<file path="src/sae_pkg.sv">
// Shared constants, codes and types of the sorted array engine.
package sae_pkg;

  localparam int CAPACITY   = 64;
  localparam int IDX_W      = $clog2(CAPACITY);
  localparam int CNT_W      = $clog2(CAPACITY + 1);
  localparam int VALUE_W    = 32;
  localparam int FUNC_W     = 2;
  localparam int POS_W      = 7;
  localparam int STATUS_W   = 2;
  localparam int CMP_W      = (CNT_W > POS_W) ? CNT_W : POS_W;

  // The reduction tree splits the flag vector into groups of eight.
  localparam int GRP_SIZE   = 8;
  localparam int GRP_IDX_W  = $clog2(GRP_SIZE);
  localparam int GRP_CNT_W  = $clog2(GRP_SIZE + 1);
  localparam int NUM_GRP    = (CAPACITY + GRP_SIZE - 1) / GRP_SIZE;
  localparam int VEC_W      = NUM_GRP * GRP_SIZE;

  localparam logic [FUNC_W-1:0] FUNC_INSERT = 2'd0;
  localparam logic [FUNC_W-1:0] FUNC_REMOVE = 2'd1;
  localparam logic [FUNC_W-1:0] FUNC_FIND   = 2'd2;

  localparam logic [STATUS_W-1:0] STATUS_OK        = 2'd0;
  localparam logic [STATUS_W-1:0] STATUS_FULL      = 2'd1;
  localparam logic [STATUS_W-1:0] STATUS_BAD_INDEX = 2'd2;
  localparam logic [STATUS_W-1:0] STATUS_NOT_FOUND = 2'd3;

  // Broadcast from the controller to every cell of the chain.
  typedef struct packed {
    logic                      upd_ins;
    logic                      upd_rem;
    logic                      find_sel;
    logic signed [VALUE_W-1:0] value;
    logic [POS_W-1:0]          pos;
    logic [CNT_W-1:0]          count;
  } cell_ctrl_t;

  // Load strobes of the two reduction stages.
  typedef struct packed {
    logic load_vec;
    logic load_grp;
  } red_ctrl_t;

endpackage

</file>
<file path="src/sae_cell.sv">
// One storage cell of the sorted chain: holds an entry and shifts with its neighbors.
module sae_cell import sae_pkg::*; (
  input  logic                      clk_i,
  input  cell_ctrl_t                ctrl_i,
  input  logic [IDX_W-1:0]          idx_i,
  input  logic signed [VALUE_W-1:0] lower_i,
  input  logic signed [VALUE_W-1:0] upper_i,
  input  logic                      gt_prev_i,
  output logic signed [VALUE_W-1:0] entry_o,
  output logic                      gt_o,
  output logic                      vec_o
);

  logic signed [VALUE_W-1:0] entry_q, entry_d;
  logic                      occupied;
  logic                      at_or_above_pos;

  assign occupied        = CMP_W'(idx_i) < CMP_W'(ctrl_i.count);
  assign at_or_above_pos = CMP_W'(idx_i) >= CMP_W'(ctrl_i.pos);

  // Empty cells count as larger than any value, so the first cell that
  // reports greater is the insertion slot.
  assign gt_o = !occupied || (entry_q > ctrl_i.value);

  assign vec_o = ctrl_i.find_sel ?
                 (occupied && at_or_above_pos && (entry_q == ctrl_i.value)) :
                 (occupied && !gt_o);

  always_comb begin
    entry_d = entry_q;
    if (ctrl_i.upd_ins && gt_o) begin
      entry_d = gt_prev_i ? lower_i : ctrl_i.value;
    end else if (ctrl_i.upd_rem && at_or_above_pos) begin
      entry_d = upper_i;
    end
  end

  always_ff @(posedge clk_i) begin
    entry_q <= entry_d;
  end

  assign entry_o = entry_q;

endmodule

</file>
<file path="config.mk">
export PLATFORM = sky130hd
export DESIGN_NAME = sae_cell
export DESIGN_NICKNAME = d
export VERILOG_FILES = /design/src/sae_pkg.sv /design/src/sae_cell.sv
export SDC_FILE = /design/constraint.sdc
export NUM_CORES = 1
export LEC_CHECK = 0
export ABC_AREA = 0
export BUFFER_PORTS_ARGS = -buffer_cell sky130_fd_sc_hd__buf_2
export CORE_MARGIN = 2
export CORE_UTILIZATION = 50
export CTS_CLUSTER_DIAMETER = 150
export DETAILED_ROUTE_END_ITERATION = 8
export GPL_TIMING_DRIVEN = 0
export PLACE_DENSITY = 0.88
export SYNTH_ARGS = -nofsm -noshare
export SYNTH_HDL_FRONTEND = slang
export SYNTH_SLANG_ARGS = --single-unit
export TNS_END_PERCENT = 20
</file>
<file path="constraint.sdc">
create_clock -name clk_i -period 6.56 [get_ports clk_i]
set_clock_uncertainty 0.2 [all_clocks]
set_input_delay 0.656 -clock clk_i [delete_from_list [all_inputs] [get_ports clk_i]]
set_output_delay 0.656 -clock clk_i [all_outputs]
set_load 0.05 [all_outputs]
</file>
==> PnR_summary.wiki <==
{| class="wikitable"
! Metric !! Value
|-
| PortBufs || 153
|-
| Required time of the critical path || 6.25 ns
|-
| Post-synthesis cell area || 2927 sq um
|-
| Final critical delay including setup and external delays || 4.379 ns
|-
| Die Wd || 80.51 um
|-
| Top flip-flop cell by instance count after synthesis || sky130_fd_sc_hd__edfxtp_1
|-
| Type of the worst setup path || primary input to flop
|-
| Timing-limited maximum frequency || 228.4 MHz
|-
| Signal arrival time at the worst endpoint || 4.07 ns
|-
| Detailed-placement wirelength estimate || 6552 um
|-
| Count of mapped cells out of synthesis || 303
|-
| Number of cell instances on the worst register-to-register path || 9
|-
| Longest individual stage delay on the worst path || 1.00 ns
|-
| Sinks on the clock net || 32
|-
| Maximum number of pins on one net before global-route repair || 33
|-
| Number of buffers added to fix hold violations after cts || 0
|-
| Mean instance size in the synthesized netlist || 9.659 sq um
|-
| Number of vias per cell after detailed routing || 5.259
|-
| Number of distinct standard cells referenced by the synthesized netlist || 30
|-
| Leakage power total || 2.050 nW
|-
| Initial Utilization || 52.50%
|-
| Sequential-to-total area share from yosys stat || 32.83%
|-
| Number of detailed-routing iterations run before antenna repair || 4
|-
| Worst voltage drop across the vdd grid || 0.1338 mV
|-
| Count of flip-flops with a built-in enable after synthesis || 32
|-
| Start point of the critical path || ctrl_i[19]
|-
| Buffer cell driving the clock tree root || sky130_fd_sc_hd__clkbuf_8
|-
| Net count after synthesis || 467
|-
| H-tree depth || 2
|-
| Number of max-slew violations in the final report || 0
|-
| First-pass GRT wire length || 12,320 um
|-
| Proportion of netlist area held by the largest area contributor || 32.83%
|-
| Async S/R FF share, synth || 0%
|-
| Combined buffer and inverter count along the critical path || 3
|-
| R2R Path Start || entry_o[5]$_DFFE_PP_
|-
| Diode insertion count for antenna repair || 0
|-
| Max-slew headroom || 10.58%
|-
| Crit. path cell count || 11
|-
| Initial antenna violation count || 0
|-
| Reg-to-Reg End || entry_o[15]$_DFFE_PP_
|-
| Top cell type by total area after synthesis || sky130_fd_sc_hd__edfxtp_1
|-
| Sum of negative setup slack || 0 ns
|-
| Worst setup path endpoint || entry_o[15]$_DFFE_PP_
|-
| Global Route Usage Sum || 24.44%
|-
| Clock Path Buffers || 2
|-
| Per-cell routed wire length || 14.90 um
|-
| Crit path launch type || primary input
|-
| Hold violation total from the final report || 0
|-
| Via count of the first global-routing pass || 2,795
|-
| Die Height || 80.51 um
|-
| Cell Pwr Density || 228.2 nW/um^2
|-
| Area delta synth->final || 31.98%
|-
| Clock tree from TritonCTS || built
|-
| Final Hold Slack || 0.4621 ns
|-
| Worst-path maximum fanout || 32
|-
| Slew at the pin closest to its max-slew limit || 1.341 ns
|-
| Number of I/O pins || 155
|-
| Flip-flop and latch count after synthesis || 32
|-
| Die area || 6481 sq um
|-
| Final Wtd Congestion || 0.8269
|-
| Share of post-route cells with drive strength above 1 || 43.10%
|-
| Period Utilization, post-route || 66.75%
|-
| Standard-cell rows || 27
|-
| Worst skew pair latency || 0.29 ns
|-
| Clock-pin slew reported for the worst setup and hold paths after clock tree synthesis || 0.07 ns
|-
| Total CTS buffers || 5
|-
| CORE AREA || 5574 sq um
|-
| RSZ-0062 raised after global routing || no
|-
| Final setup violating endpoints || 0
|-
| Cell-by-cell listing of the critical path || buf_2, inv_1, ha_1, a21oi_1, o21ai_0, a221oi_1, nor3_1, or4_2, a31oi_4, buf_6, a21o_1
|-
| Number of antenna-violating nets in the routed design || 0
|-
| Number of gates resized after cts || 0
|-
| Delay-heaviest family, CP || compound AO/OA/AOI/OAI gates
|-
| Launch instance of the worst min-delay path || upper_i[3]
|-
| Number of flip-flops in the largest register || 32
|-
| Worst-path cell with the longest stage delay || sky130_fd_sc_hd__a21o_1
|-
| Number of warning messages in the yosys log || 0
|-
| Remaining Overflow, GRT || 0
|-
| Remaining design rule violation count || 0
|-
| Max Cap Viol || 0
|-
| Total wire length || 7989 um
|-
| Most area-consuming cells after synthesis || sky130_fd_sc_hd__edfxtp_1 (33%), sky130_fd_sc_hd__ha_1 (18%), sky130_fd_sc_hd__mux2_4 (15%), sky130_fd_sc_hd__o21ai_0 (6.3%), sky130_fd_sc_hd__inv_1 (6.0%)
|-
| Violation count after the first detailed-route iteration || 90
|-
| Routed via count || 2,819
|-
| Post-layout nets || 627
|-
| Flop-to-flop setup slack || 2.24 ns
|-
| Outcome || completed
|-
| Crit. End Element || flop
|-
| Hold WC Path Type || primary input to flop
|-
| Number of setup buffers added after CTS || 0
|}
## per-layer routing
metal  GRT usage (%)  vias to the layer above  wire (um)
li1                -                     1390          -
met1           26.74                     1297       3132
met4           8.644                        0        208
met3           4.270                       17        568
met2           46.67                      115       4080
met5               0                        -          0
## report_power, final
part	switching, W	internal [W]
sequential	0.0000193	0.000277
clock	0.0000750	0.0000739
combinational	0.000274	0.000162
total	0.000368	0.000513
## layout make-up
cell class | count | area (sq um)
clock inverters | 1 | 3.754
flip-flops and latches | 32 | 960.9
inverters | 47 | 176.4
fillers | 465 | 1712
multi-input cells | 214 | 1728
clock buffers | 7 | 76.32
plain buffers | 10 | 61.31
repair buffers | 153 | 765.7
well taps | 72 | 90.09
## cells in the final DEF (no fill, tap or decap), types with 2 or more instances in the layout
master and n:
sky130_fd_sc_hd__buf_2 154, sky130_fd_sc_hd__inv_1 47, sky130_fd_sc_hd__nand2_1 44, sky130_fd_sc_hd__ha_1 43
sky130_fd_sc_hd__o21ai_0 37, sky130_fd_sc_hd__edfxtp_1 32, sky130_fd_sc_hd__mux2_4 29, sky130_fd_sc_hd__a21oi_1 21
sky130_fd_sc_hd__clkbuf_1 8, sky130_fd_sc_hd__nand4_1 6, sky130_fd_sc_hd__nor2_1 5, sky130_fd_sc_hd__clkbuf_8 5
sky130_fd_sc_hd__nand3_1 4, sky130_fd_sc_hd__mux2_2 4, sky130_fd_sc_hd__a21o_1 3, sky130_fd_sc_hd__buf_6 3
sky130_fd_sc_hd__nor3_1 2, sky130_fd_sc_hd__nor2b_1 2, sky130_fd_sc_hd__or4_1 2
## logic make-up after synthesis
family                     count (synthesis)  synth area share [%]
and+or+nand+nor                           69                 10.69
DFF                                       32                 32.83
muxes                                     33                 16.42
adders and majority gates                 43                 18.38
buffers and inverters                     57                 8.123
AOI/OAI and AO/OA                         69                 13.55
## worst min path at each step
stage                                  endpoint  slack (ns)  depth (start not counted)
after floorplan           entry_o[10]$_DFFE_PP_        0.67                          1
after global placement     entry_o[8]$_DFFE_PP_        0.76                          2
after detailed placement  entry_o[24]$_DFFE_PP_        0.76                          2
after CTS                  entry_o[3]$_DFFE_PP_        0.46                          2
after global routing       entry_o[3]$_DFFE_PP_        0.46                          2
final                      entry_o[3]$_DFFE_PP_        0.46                          2
## through the flow
step | total power (W) | instances | util [%] | area (sq um) | setup WS, ns
6_report | 0.0008814 | 536 | 69.29 | 3862 | 2.181
5_1_grt | 0.0009297 | 536 | 69.29 | 3862 | 1.924
4_1_cts | 0.0008872 | 536 | 69.29 | 3862 | 2.122
3_5_place_dp | 0.0007374 | 528 | 67.86 | 3782 | 1.797
3_3_place_gp | 0.0007221 | 528 | 67.86 | 3782 | 1.885
2_1_floorplan | 0.0006157 | 303 | - | 2927 | 1.807
## worst reg2reg max path, stage by stage, from the launching register on
cell and delay, ns:
sky130_fd_sc_hd__edfxtp_1 0.42, sky130_fd_sc_hd__ha_1 0.32, sky130_fd_sc_hd__a21oi_1 0.17, sky130_fd_sc_hd__o21ai_0 0.10
sky130_fd_sc_hd__a221oi_1 0.38, sky130_fd_sc_hd__nor3_1 0.13, sky130_fd_sc_hd__or4_2 0.61, sky130_fd_sc_hd__a31oi_4 0.34
sky130_fd_sc_hd__buf_6 0.23, sky130_fd_sc_hd__a21o_1 1.01
## synthesized netlist by cell type (2+ instances only)
library cell               number
sky130_fd_sc_hd__clkbuf_1       6
sky130_fd_sc_hd__nor2b_1        2
sky130_fd_sc_hd__inv_1         47
sky130_fd_sc_hd__nand3_1        4
sky130_fd_sc_hd__edfxtp_1      32
sky130_fd_sc_hd__a21o_1         3
sky130_fd_sc_hd__nand4_1        6
sky130_fd_sc_hd__or4_1          2
sky130_fd_sc_hd__buf_6          3
sky130_fd_sc_hd__nor3_1         2
sky130_fd_sc_hd__mux2_2         4
sky130_fd_sc_hd__ha_1          43
sky130_fd_sc_hd__o21ai_0       37
sky130_fd_sc_hd__a21oi_1       21
sky130_fd_sc_hd__nor2_1         5
sky130_fd_sc_hd__nand2_1       44
sky130_fd_sc_hd__mux2_4        29
(Power assumes the default switching activity.)
