**config.mk**
```make
export PLATFORM = sky130hd
export DESIGN_NAME = sae_reduce
export DESIGN_NICKNAME = d
export VERILOG_FILES = /design/src/sae_pkg.sv /design/src/sae_reduce.sv
export SDC_FILE = /design/constraint.sdc
export NUM_CORES = 1
export LEC_CHECK = 0
export BUFFER_PORTS_ARGS = -buffer_cell sky130_fd_sc_hd__buf_2
export CORE_ASPECT_RATIO = 1.2
export CORE_MARGIN = 2
export CORE_UTILIZATION = 45
export DETAILED_ROUTE_END_ITERATION = 10
export GPL_TIMING_DRIVEN = 0
export PLACE_DENSITY = 0.73
export SLEW_MARGIN = 15
export SYNTH_ARGS = -nofsm -noshare
export SYNTH_HDL_FRONTEND = slang
export SYNTH_SLANG_ARGS = --single-unit
export TNS_END_PERCENT = 5
```
**constraint.sdc**
```tcl
create_clock -name clk_i -period 7 [get_ports clk_i]
set_input_delay 0 -clock clk_i [delete_from_list [all_inputs] [get_ports clk_i]]
set_output_delay 0 -clock clk_i [all_outputs]
set_load 0.05 [all_outputs]
```
**src/sae_pkg.sv**
```systemverilog
// Shared constants, codes and types of the sorted array engine.
package sae_pkg;

  localparam int CAPACITY   = 64;
  localparam int IDX_W      = $clog2(CAPACITY);
  localparam int CNT_W      = $clog2(CAPACITY + 1);
  localparam int VALUE_W    = 32;
  localparam int FUNC_W     = 2;
  localparam int POS_W      = 7;
  localparam int STATUS_W   = 2;
  localparam int CMP_W      = (CNT_W > POS_W) ? CNT_W : POS_W;

  // The reduction tree splits the flag vector into groups of eight.
  localparam int GRP_SIZE   = 8;
  localparam int GRP_IDX_W  = $clog2(GRP_SIZE);
  localparam int GRP_CNT_W  = $clog2(GRP_SIZE + 1);
  localparam int NUM_GRP    = (CAPACITY + GRP_SIZE - 1) / GRP_SIZE;
  localparam int VEC_W      = NUM_GRP * GRP_SIZE;

  localparam logic [FUNC_W-1:0] FUNC_INSERT = 2'd0;
  localparam logic [FUNC_W-1:0] FUNC_REMOVE = 2'd1;
  localparam logic [FUNC_W-1:0] FUNC_FIND   = 2'd2;

  localparam logic [STATUS_W-1:0] STATUS_OK        = 2'd0;
  localparam logic [STATUS_W-1:0] STATUS_FULL      = 2'd1;
  localparam logic [STATUS_W-1:0] STATUS_BAD_INDEX = 2'd2;
  localparam logic [STATUS_W-1:0] STATUS_NOT_FOUND = 2'd3;

  // Broadcast from the controller to every cell of the chain.
  typedef struct packed {
    logic                      upd_ins;
    logic                      upd_rem;
    logic                      find_sel;
    logic signed [VALUE_W-1:0] value;
    logic [POS_W-1:0]          pos;
    logic [CNT_W-1:0]          count;
  } cell_ctrl_t;

  // Load strobes of the two reduction stages.
  typedef struct packed {
    logic load_vec;
    logic load_grp;
  } red_ctrl_t;

endpackage

```
**src/sae_reduce.sv**
```systemverilog
// Two-stage registered tree that counts the set flags and finds the lowest one.
module sae_reduce import sae_pkg::*; (
  input  logic                 clk_i,
  input  red_ctrl_t            ctrl_i,
  input  logic [CAPACITY-1:0]  vec_i,
  output logic [CNT_W-1:0]     total_o,
  output logic [IDX_W-1:0]     first_o,
  output logic                 any_o
);

  logic [VEC_W-1:0]     vec_q;
  logic [GRP_CNT_W-1:0] grp_cnt_q   [NUM_GRP];
  logic [GRP_IDX_W-1:0] grp_first_q [NUM_GRP];
  logic                 grp_any_q   [NUM_GRP];

  always_ff @(posedge clk_i) begin
    if (ctrl_i.load_vec) begin
      vec_q <= VEC_W'(vec_i);
    end
  end

  for (genvar g = 0; g < NUM_GRP; g++) begin : g_grp
    logic [GRP_SIZE-1:0]  bits;
    logic [GRP_CNT_W-1:0] cnt;
    logic [GRP_IDX_W-1:0] first;

    assign bits = vec_q[g*GRP_SIZE +: GRP_SIZE];

    always_comb begin
      cnt   = '0;
      first = '0;
      for (int b = GRP_SIZE - 1; b >= 0; b--) begin
        cnt = cnt + GRP_CNT_W'(bits[b]);
        if (bits[b]) begin
          first = GRP_IDX_W'(b);
        end
      end
    end

    always_ff @(posedge clk_i) begin
      if (ctrl_i.load_grp) begin
        grp_cnt_q[g]   <= cnt;
        grp_first_q[g] <= first;
        grp_any_q[g]   <= |bits;
      end
    end
  end

  always_comb begin
    total_o = '0;
    first_o = '0;
    any_o   = 1'b0;
    for (int g = NUM_GRP - 1; g >= 0; g--) begin
      total_o = total_o + CNT_W'(grp_cnt_q[g]);
      if (grp_any_q[g]) begin
        first_o = IDX_W'(g * GRP_SIZE) + IDX_W'(grp_first_q[g]);
        any_o   = 1'b1;
      end
    end
  end

endmodule

```
==> results of run 1 <==
-- how the worst min path moves through the flow --
stage,slack (ns),end,from,depth (start not counted)
after floorplan,0.1,vec_q[0],vec_i[0],0
final,0.20,grp_first_q[1][0],ctrl_i[0],1
after CTS,0.20,vec_q[45],ctrl_i[1],1
after detailed placement,0.18,vec_q[59],vec_i[59],1
after global routing,0.23,grp_first_q[1][0],ctrl_i[0],1
after global placement,0.18,vec_q[37],vec_i[37],1
-- placed cells by master (no fill, tap or decap), drive strengths merged --
cell           n
a211o          1
a21boi         8
a21o           1
a21oi         25
a221oi         3
a22oi          3
a31oi          3
and2           1
buf           80
bufinv         2
clkbuf        18
clkinv         9
clkinvlp       3
dlygate4sd3   64
edfxtp       128
fa            55
ha            39
inv          131
nand2         11
nand2b         9
nand3          9
nor2          21
nor2b         10
nor3           1
nor4           8
o211ai         8
o21ai          3
o21bai         8
o22ai          6
or2            1
or2b           1
or4            3
xnor2          3
xor2           7
-- state kept, by name, summed over array words and instances, names as in the netlist --
| register | cells |
|---|---|
| grp_any_q | 8 |
| grp_cnt_q | 32 |
| grp_first_q | 24 |
| vec_q | 64 |
-- per-layer routing --
| layer | wire [µm] | vias to the layer above | part of all wire | track usage |
|---|---|---|---|---|
| met1 | 4810 | 2009 | 0.39 | 0.195 |
| met5 | 0 | - | 0 | 0 |
| met4 | 324 | 0 | 0.026 | 0.0755 |
| met3 | 400 | 23 | 0.033 | 0.0328 |
| li1 | - | 2022 | - | - |
| met2 | 6740 | 90 | 0.55 | 0.297 |
-- timing repair --
| item | 4_1_cts | 5_1_grt |
|---|---|---|
| hold buffers | 64 | 0 |
| resized for setup | 0 | 0 |
| hold endpoints to repair | 64 | 0 |
-- cells by family (layout without fill, tap and decap cells) --
group / after synthesis / in the layout / synth area share
AND/OR/NAND/NOR: 75 / 75 / 0.0570
buffers and inverters: 131 / 307 / 0.0718
adder cells (fa/ha/maj): 94 / 94 / 0.232
AO/OA/AOI/OAI: 69 / 69 / 0.0645
flip-flops: 128 / 128 / 0.562
XOR/XNOR: 10 / 10 / 0.0128
-- metrics by stage --
step	setup slack [ns]	util
4_1_cts	2.80	0.583
6_report	2.83	0.583
3_5_place_dp	3.25	0.502
3_3_place_gp	3.28	0.501
2_1_floorplan	3.04	-
5_1_grt	2.64	0.583
-- layout make-up --
cell class	count	area, µm²	area share
repair buffers	144	1050	0.120
inverters	130	488	0.0560
flip-flops and latches	128	3840	0.441
clock inverters	15	145	0.0167
clock buffers	17	425	0.0488
well taps	204	255	0.0293
plain buffers	1	3.75	0.000431
multi-input cells	248	2510	0.288
==> out/summary.txt, run 1 <==
R2R Path End = grp_cnt_q[1][5]
Relative slew slack = 0.483
Final setup violating endpoints = 0
H-tree depth = 4
Final min period = 4.17 ns
Crit Path Max Fanout = 2
Fraction of registers with async set/reset = 0
Hold slack = 0.195 ns
Worst R2R Path Depth = 9
Mapped cell area = 0.00684 mm²
Initial antenna violation count = 0
CTS sink count = 128
Via count of the routed design = 4144
Ratio of cells with drive above 1 in the final layout = 0.165
Worst Clk Skew = 0.00585 ns
Clock buffer depth = 2
Fillers = 1194
Total GRT Usage = 0.168
Total CTS buffers = 17
Max Slew Vio Count = 0
Slowest cell on the critical path = fa_1
Area Overhead vs Synth = 27.3%
FF-to-FF Start = vec_q[40]
CTS tree = built
Delay-heaviest family, CP = adder cells
Worst R2R Setup Slack = 3.95 ns
RSZ-0062 raised after global routing = false
Post-DP Area = 0.00750 mm²
Hold crit path type = input port to flip-flop
Inst Count DP = 791
Via density = 4.67
CORE AREA = 0.0150 mm²
Worst path buffer plus inverter count = 6
FP Rows = 49
Least-Margin Pin Slew = 0.775 ns
Number of synthesized register bits = 128
Maxcap violations = 0
Synth unique cells = 30
Crit path launch type = flip-flop
Gate Count Post-Synth = 507
WL/cell = 13.8 µm
Crit path largest cell delay = 0.54 ns
Detailed Route Iter0 Violations = 208
Crit path DAT = 4.17 ns
Final Instance Area = 0.00872 mm²
Layout Nets = 831
CP Capture Point = total_o[6]
Fin cells = 887
Dominant cell type by area after synthesis = edfxtp_1
Final GP Congestion = 0.830
Post-route ant nets = 0
Yosys warns = 0
Antenna diodes = 0
Critical path class = flip-flop to output pin
Syn Nets = 668
Initial core utilization = 0.458
Critical path capture point type = output pin
Top cells by area, synth = edfxtp_1, fa_1, ha_1, inv_1, a21oi_1
Status = finished clean
First-pass GRT wire length = 21000 µm
Port buffer count = 80
Post-synth EDFFs = 128
Syn avg cell area = 13.5 µm²
WL final = 12300 µm
GRT overflow = 0
Synth cell count leaders = inv_1, edfxtp_1, fa_1
Die area = 0.0162 mm²
Final Hold Fails = 0
Residual DRC count = 0
Area share of the largest cell type after synthesis = 0.562
Largest net degree at the start of global routing = 65
Seq/Total Area, Yosys = 0.562
Clock Latency Late Sink = 0.41 ns
Postcts setup bufs = 0
Ys flop type = edfxtp_1
First-pass detailed-route iteration total = 4
Critical path depth = 15
CP Cell Sequence = inv_1 -> fa_1 -> inv_1 -> fa_1 -> fa_1 -> inv_1 -> fa_1 -> inv_1 -> ha_1 -> inv_1 -> fa_1 -> nor2b_1 -> o21ai_0 -> nand2b_1 -> buf_2
Worst EP required = 7.00 ns
IO Pins = 81
Die Width = 117 µm
Vias in the first global route = 4572
HPWL after DPL = 8910 µm
Crit path from = grp_cnt_q[1][2]
Fmax = 0.240 GHz
Reg clk slew, reported paths = 0.06 ns
Die height = 139 µm
Clock root cell = clkbuf_16
Most instantiated library cell after synthesis = inv_1
Period utilization = 0.596
Post-Route Setup TNS = 0 ns
Power of run 1 is not shown: default switching activity piles up to over one toggle a cycle in this logic, so the estimate is an artifact.
==> run 2: changes to the inputs <==
--- a/config.mk
+++ b/config.mk
@@ -5,6 +5,7 @@
 export SDC_FILE = /design/constraint.sdc
 export NUM_CORES = 1
 export LEC_CHECK = 0
+export ABC_AREA = 1
 export BUFFER_PORTS_ARGS = -buffer_cell sky130_fd_sc_hd__buf_2
 export CORE_ASPECT_RATIO = 1.2
 export CORE_MARGIN = 2
==> constraint.sdc (replaced) <==
create_clock -name clk_i -period 4.36 [get_ports clk_i]
set_input_delay 0 -clock clk_i [delete_from_list [all_inputs] [get_ports clk_i]]
set_output_delay 0 -clock clk_i [all_outputs]
set_load 0.05 [all_outputs]
==> out/summary.txt, run 2 <==
RSZ-0062 raised after global routing = false
Period utilization = 0.946
Maxcap violations = 0
H-tree depth = 4
Final GP Congestion = 0.881
Post-Route Setup TNS = 0 ns
Worst Clk Skew = 0.00922 ns
Final core utilization = 0.580
Most instantiated library cell after synthesis = inv_1
Pre-CTS setup slack = 0.576 ns
Area share of the largest cell type after synthesis = 0.552
First-pass detailed-route iteration total = 4
Synth cell count leaders = inv_1, edfxtp_1, nand2_1
Max FFs per register = 64
Final min period = 4.12 ns
Gate Count Post-Synth = 566
Die area = 0.0165 mm²
Worst EP required = 4.36 ns
Final Hold Fails = 0
GRT overflow = 0
First-pass GRT wire length = 21700 µm
Antenna diodes = 0
Seq/Total Area, Yosys = 0.552
Crit path DAT = 4.12 ns
Final setup violating endpoints = 0
CORE AREA = 0.0151 mm²
Total CTS buffers = 17
Detailed Route Iter0 Violations = 164
Via count of the routed design = 4442
Mapped cell area = 0.00696 mm²
Dominant cell type by area after synthesis = edfxtp_1
Syn avg cell area = 12.3 µm²
WL final = 12600 µm
Via density = 4.71
Initial core utilization = 0.462
Critical path class = flip-flop to output pin
Die Width = 118 µm
Clock Latency Late Sink = 0.41 ns
Crit path launch type = flip-flop
Die height = 140 µm
HPWL after DPL = 9130 µm
Fmax = 0.243 GHz
Ratio of cells with drive above 1 in the final layout = 0.149
Top cells by area, synth = edfxtp_1, fa_1, inv_1, ha_1, nand2_1
Worst R2R Setup Slack = 1.28 ns
Ys flop type = edfxtp_1
Least-Margin Pin Slew = 0.819 ns
Total GRT Usage = 0.168
Syn Nets = 727
Largest registers = vec_q x64, grp_cnt_q x32, grp_first_q x24
Vias in the first global route = 4847
Fraction of registers with async set/reset = 0
Port buffer count = 80
Post-synth EDFFs = 128
Largest net degree at the start of global routing = 65
IO Pins = 81
Critical path capture point type = output pin
Status = finished clean
Number of synthesized register bits = 128
CTS sink count = 128
Initial antenna violation count = 0
Relative slew slack = 0.454
Reg clk slew, reported paths = 0.05 ns
Hold crit path type = input port to flip-flop
Most common cell after layout, fill and taps aside = inv_1
WL/cell = 13.4 µm
Post-route worst setup slack = 0.236 ns
Yosys warns = 0
Clock buffer depth = 2
FP Rows = 49
Crit Path Max Fanout = 2
Reg with most FFs = vec_q
Clock root cell = clkbuf_16
Synth unique cells = 20
Post-route ant nets = 0
Max Slew Vio Count = 0
Area Overhead vs Synth = 25.7%
Postcts setup bufs = 0
Residual DRC count = 0
Layout Nets = 890
CTS tree = built
Commonest non-fill, non-tap cells in the layout = inv_1, edfxtp_1, buf_2
-- run 2: changes by cell type in the layout (fill, tap and decap cells not counted), sizes merged, moves of 9 or more --
cell	delta
nor2b	-10
a31oi	+9
nand3	+11
inv	+25
nor3	+10
nor2	-9
nand2b	-9
nand2	+58
-- run 2: kinds of logic after synthesis --
kind of cell    share of synthesized area
fa+ha+maj                           0.228
compound gates                     0.0345
buf+inv                            0.0874
xor+xnor                           0.0126
flops                               0.552
simple gates                       0.0850
-- run 2: layer usage --
| metal | share of wire | GRT usage | vias up | wire length, µm |
|---|---|---|---|---|
| li1 | - | - | 2167 | - |
| met1 | 0.40 | 0.187 | 2137 | 5040 |
| met2 | 0.53 | 0.300 | 108 | 6750 |
| met3 | 0.034 | 0.0379 | 30 | 425 |
| met4 | 0.033 | 0.0907 | 0 | 412 |
| met5 | 0 | 0 | - | 0 |
-- run 2: area by class of cell --
type / count / area [µm²]
inverters: 156 / 586
multi-input cells: 280 / 2510
fillers: 1244 / 6330
clock buffers: 19 / 433
repair buffers: 144 / 1050
clock inverters: 10 / 50.0
well taps: 204 / 255
plain buffers: 2 / 22.5
flip-flops and latches: 128 / 3840
-- run 2: worst paths after layout --
kind                   startpoint                 to  depth (start not counted)
hold / removal          ctrl_i[0]  grp_first_q[1][6]                          1
setup / recovery  grp_cnt_q[1][2]         total_o[6]                         13
setup reg to reg        vec_q[16]   grp_cnt_q[0][10]                          8
hold reg to reg         vec_q[60]    grp_any_q[1][3]                          2
-- run 2: what timing repair did --
action / 4_1_cts / 5_1_grt
gates resized for setup: 0 / 3
hold endpoints to repair: 64 / 0
hold buffers: 64 / 0
endpoints found under the setup margin: 0 / 2
-- run 2: through the flow --
stage	hold WS [ns]	std cells	instance area [µm²]
5_1_grt	0.238	943	8750
2_1_floorplan	0.0989	566	6960
3_3_place_gp	0.178	850	7620
6_report	0.210	943	8750
3_5_place_dp	0.178	850	7620
4_1_cts	0.211	943	8740
-- run 2: critical path, cell delays in order, from the launching register on --
cell,delay [ns]
edfxtp_1,0.33
inv_1,0.06
fa_1,0.53
inv_1,0.05
fa_1,0.50
fa_1,0.55
inv_1,0.06
fa_1,0.46
inv_1,0.07
ha_1,0.17
inv_1,0.06
fa_1,0.40
o21ai_0,0.23
buf_4,0.24
Power of run 2 is left out for the same reason.
==> run 3: changes to the inputs <==
==> constraint.sdc (replaced) <==
create_clock -name clk_i -period 3.8 [get_ports clk_i]
set_input_delay 0 -clock clk_i [delete_from_list [all_inputs] [get_ports clk_i]]
set_output_delay 0 -clock clk_i [all_outputs]
set_load 0.05 [all_outputs]
==> out/summary.txt, run 3 (synthesis gave the netlist of run 2 again) <==
Status = finished, violations left
Failing checks = negative setup slack
Post-route ant nets = 0
Post-DP Area = 0.00763 mm²
Die Width = 118 µm
Crit path from = grp_cnt_q[0][6]
Port buffer count = 80
Initial antenna violation count = 0
Crit path launch type = flip-flop
Fillers = 1212
Area Overhead vs Synth = 26.9%
Max FFs per register = 64
Maxcap violations = 0
Crit Path Max Fanout = 2
First-pass detailed-route iteration total = 7
Largest net degree at the start of global routing = 65
Final core utilization = 0.586
Total CTS buffers = 17
WL/cell = 13.6 µm
Post-route worst setup slack = -0.0654 ns
Hold crit path type = input port to flip-flop
Final Hold Fails = 0
Relative slew slack = 0.456
Clock buffer depth = 2
Reg area = 0.00384 mm²
HPWL after DPL = 9070 µm
H-tree depth = 4
Crit path largest cell delay = 0.54 ns
CTS tree = built
Most frequent CP cell = fa_1
Clock Latency Late Sink = 0.41 ns
Layout Nets = 891
Clock root cell = clkbuf_16
Crit path DAT = 3.87 ns
Critical path class = flip-flop to output pin
Least-Margin Pin Slew = 0.816 ns
FP Rows = 49
Ratio of cells with drive above 1 in the final layout = 0.166
IO Pins = 81
Largest registers = vec_q x64, grp_cnt_q x32, grp_first_q x24
Commonest non-fill, non-tap cells in the layout = inv_1, edfxtp_1, buf_2
WL final = 12900 µm
Final Instance Area = 0.00884 mm²
Period utilization = 1.02
Via count of the routed design = 4431
Detailed Route Iter0 Violations = 138
CORE AREA = 0.0151 mm²
CTS sink count = 128
Reg with most FFs = vec_q
RSZ-0062 raised after global routing = true
Via density = 4.69
Total GRT Usage = 0.168
Slowest cell on the critical path = fa_1
Antenna diodes = 0
GRT overflow = 0
Beginning of the worst hold path = ctrl_i[0]
Die height = 140 µm
Critical path capture point type = output pin
Reg clk slew, reported paths = 0.05 ns
FF-to-FF Start = vec_q[32]
Worst EP required = 3.80 ns
Final GP Congestion = 0.896
First-pass GRT wire length = 21700 µm
Worst Clk Skew = 0.00586 ns
Vias in the first global route = 4803
Final min period = 3.87 ns
Max Slew Vio Count = 0
CP Cell Sequence = inv_2 -> fa_1 -> inv_2 -> fa_1 -> fa_1 -> inv_1 -> fa_1 -> inv_1 -> ha_2 -> inv_2 -> fa_2 -> xnor2_2 -> buf_6
Die area = 0.0165 mm²
Fmax = 0.259 GHz
Most common cell after layout, fill and taps aside = inv_1
Initial core utilization = 0.462
Residual DRC count = 0
Final setup violating endpoints = 4
Area of the multi-input gates = 0.00254 mm²
[run 3: cell types whose count changed in the layout (fill, tap and decap cells not counted), moves of 2 or more]
cell | previous run | this run
buf_2 | 76 | 74
buf_6 | 2 | 4
fa_1 | 55 | 52
fa_2 | 0 | 3
ha_1 | 39 | 37
inv_1 | 156 | 151
inv_2 | 0 | 5
[run 3: final cells by class]
class                   instances  share of cell area
multi-input cells             280               0.288
repair buffers                145               0.122
inverters                     156              0.0663
well taps                     204              0.0289
clock buffers                  20              0.0494
clock inverters                 9             0.00807
flip-flops and latches        128               0.435
plain buffers                   2             0.00255
[run 3: stage by stage]
step           setup TNS (ns)  cells  setup slack [ns]  hold slack [ns]
2_1_floorplan         -0.0744    566           -0.0744           0.0989
3_3_place_gp                0    850             0.150            0.178
3_5_place_dp                0    850            0.0790            0.178
4_1_cts                -0.377    944           -0.0988            0.222
5_1_grt                -0.857    944            -0.228            0.236
6_report               -0.239    944           -0.0654            0.207
[run 3: layer usage]
layer	part of all wire	GRT usage	up-vias
li1	-	-	2163
met1	0.40	0.184	2154
met2	0.56	0.311	92
met3	0.029	0.0395	22
met4	0.018	0.0767	0
met5	0	0	-
[run 3: repair_timing]
action / 4_1_cts / 5_1_grt
setup endpoints to repair: 4 / 4
gates resized for setup: 17 / 2
buffers inserted: 1 / 0
endpoints found under the hold margin: 64 / 0
hold buffers: 64 / 0
pin swaps: 9 / 1
[run 3: worst paths after layout]
| kind | endpoint | slack [ns] | depth (start not counted) |
|---|---|---|---|
| setup / recovery | total_o[4] | -0.07 | 13 |
| setup reg to reg | grp_cnt_q[1][2] | 0.74 | 8 |
| hold / removal | grp_any_q[1][2] | 0.21 | 1 |
| hold reg to reg | grp_any_q[1][3] | 0.59 | 2 |
[run 3: critical path, delay by kind of cell (launching register included)]
family                   cells  cell delay (ns)
buffers and inverters        6             0.43
flip-flops                   1             0.33
adder cells (fa/ha/maj)      6             2.56
XOR/XNOR                     1             0.15
Power of run 3 is left out for the same reason.
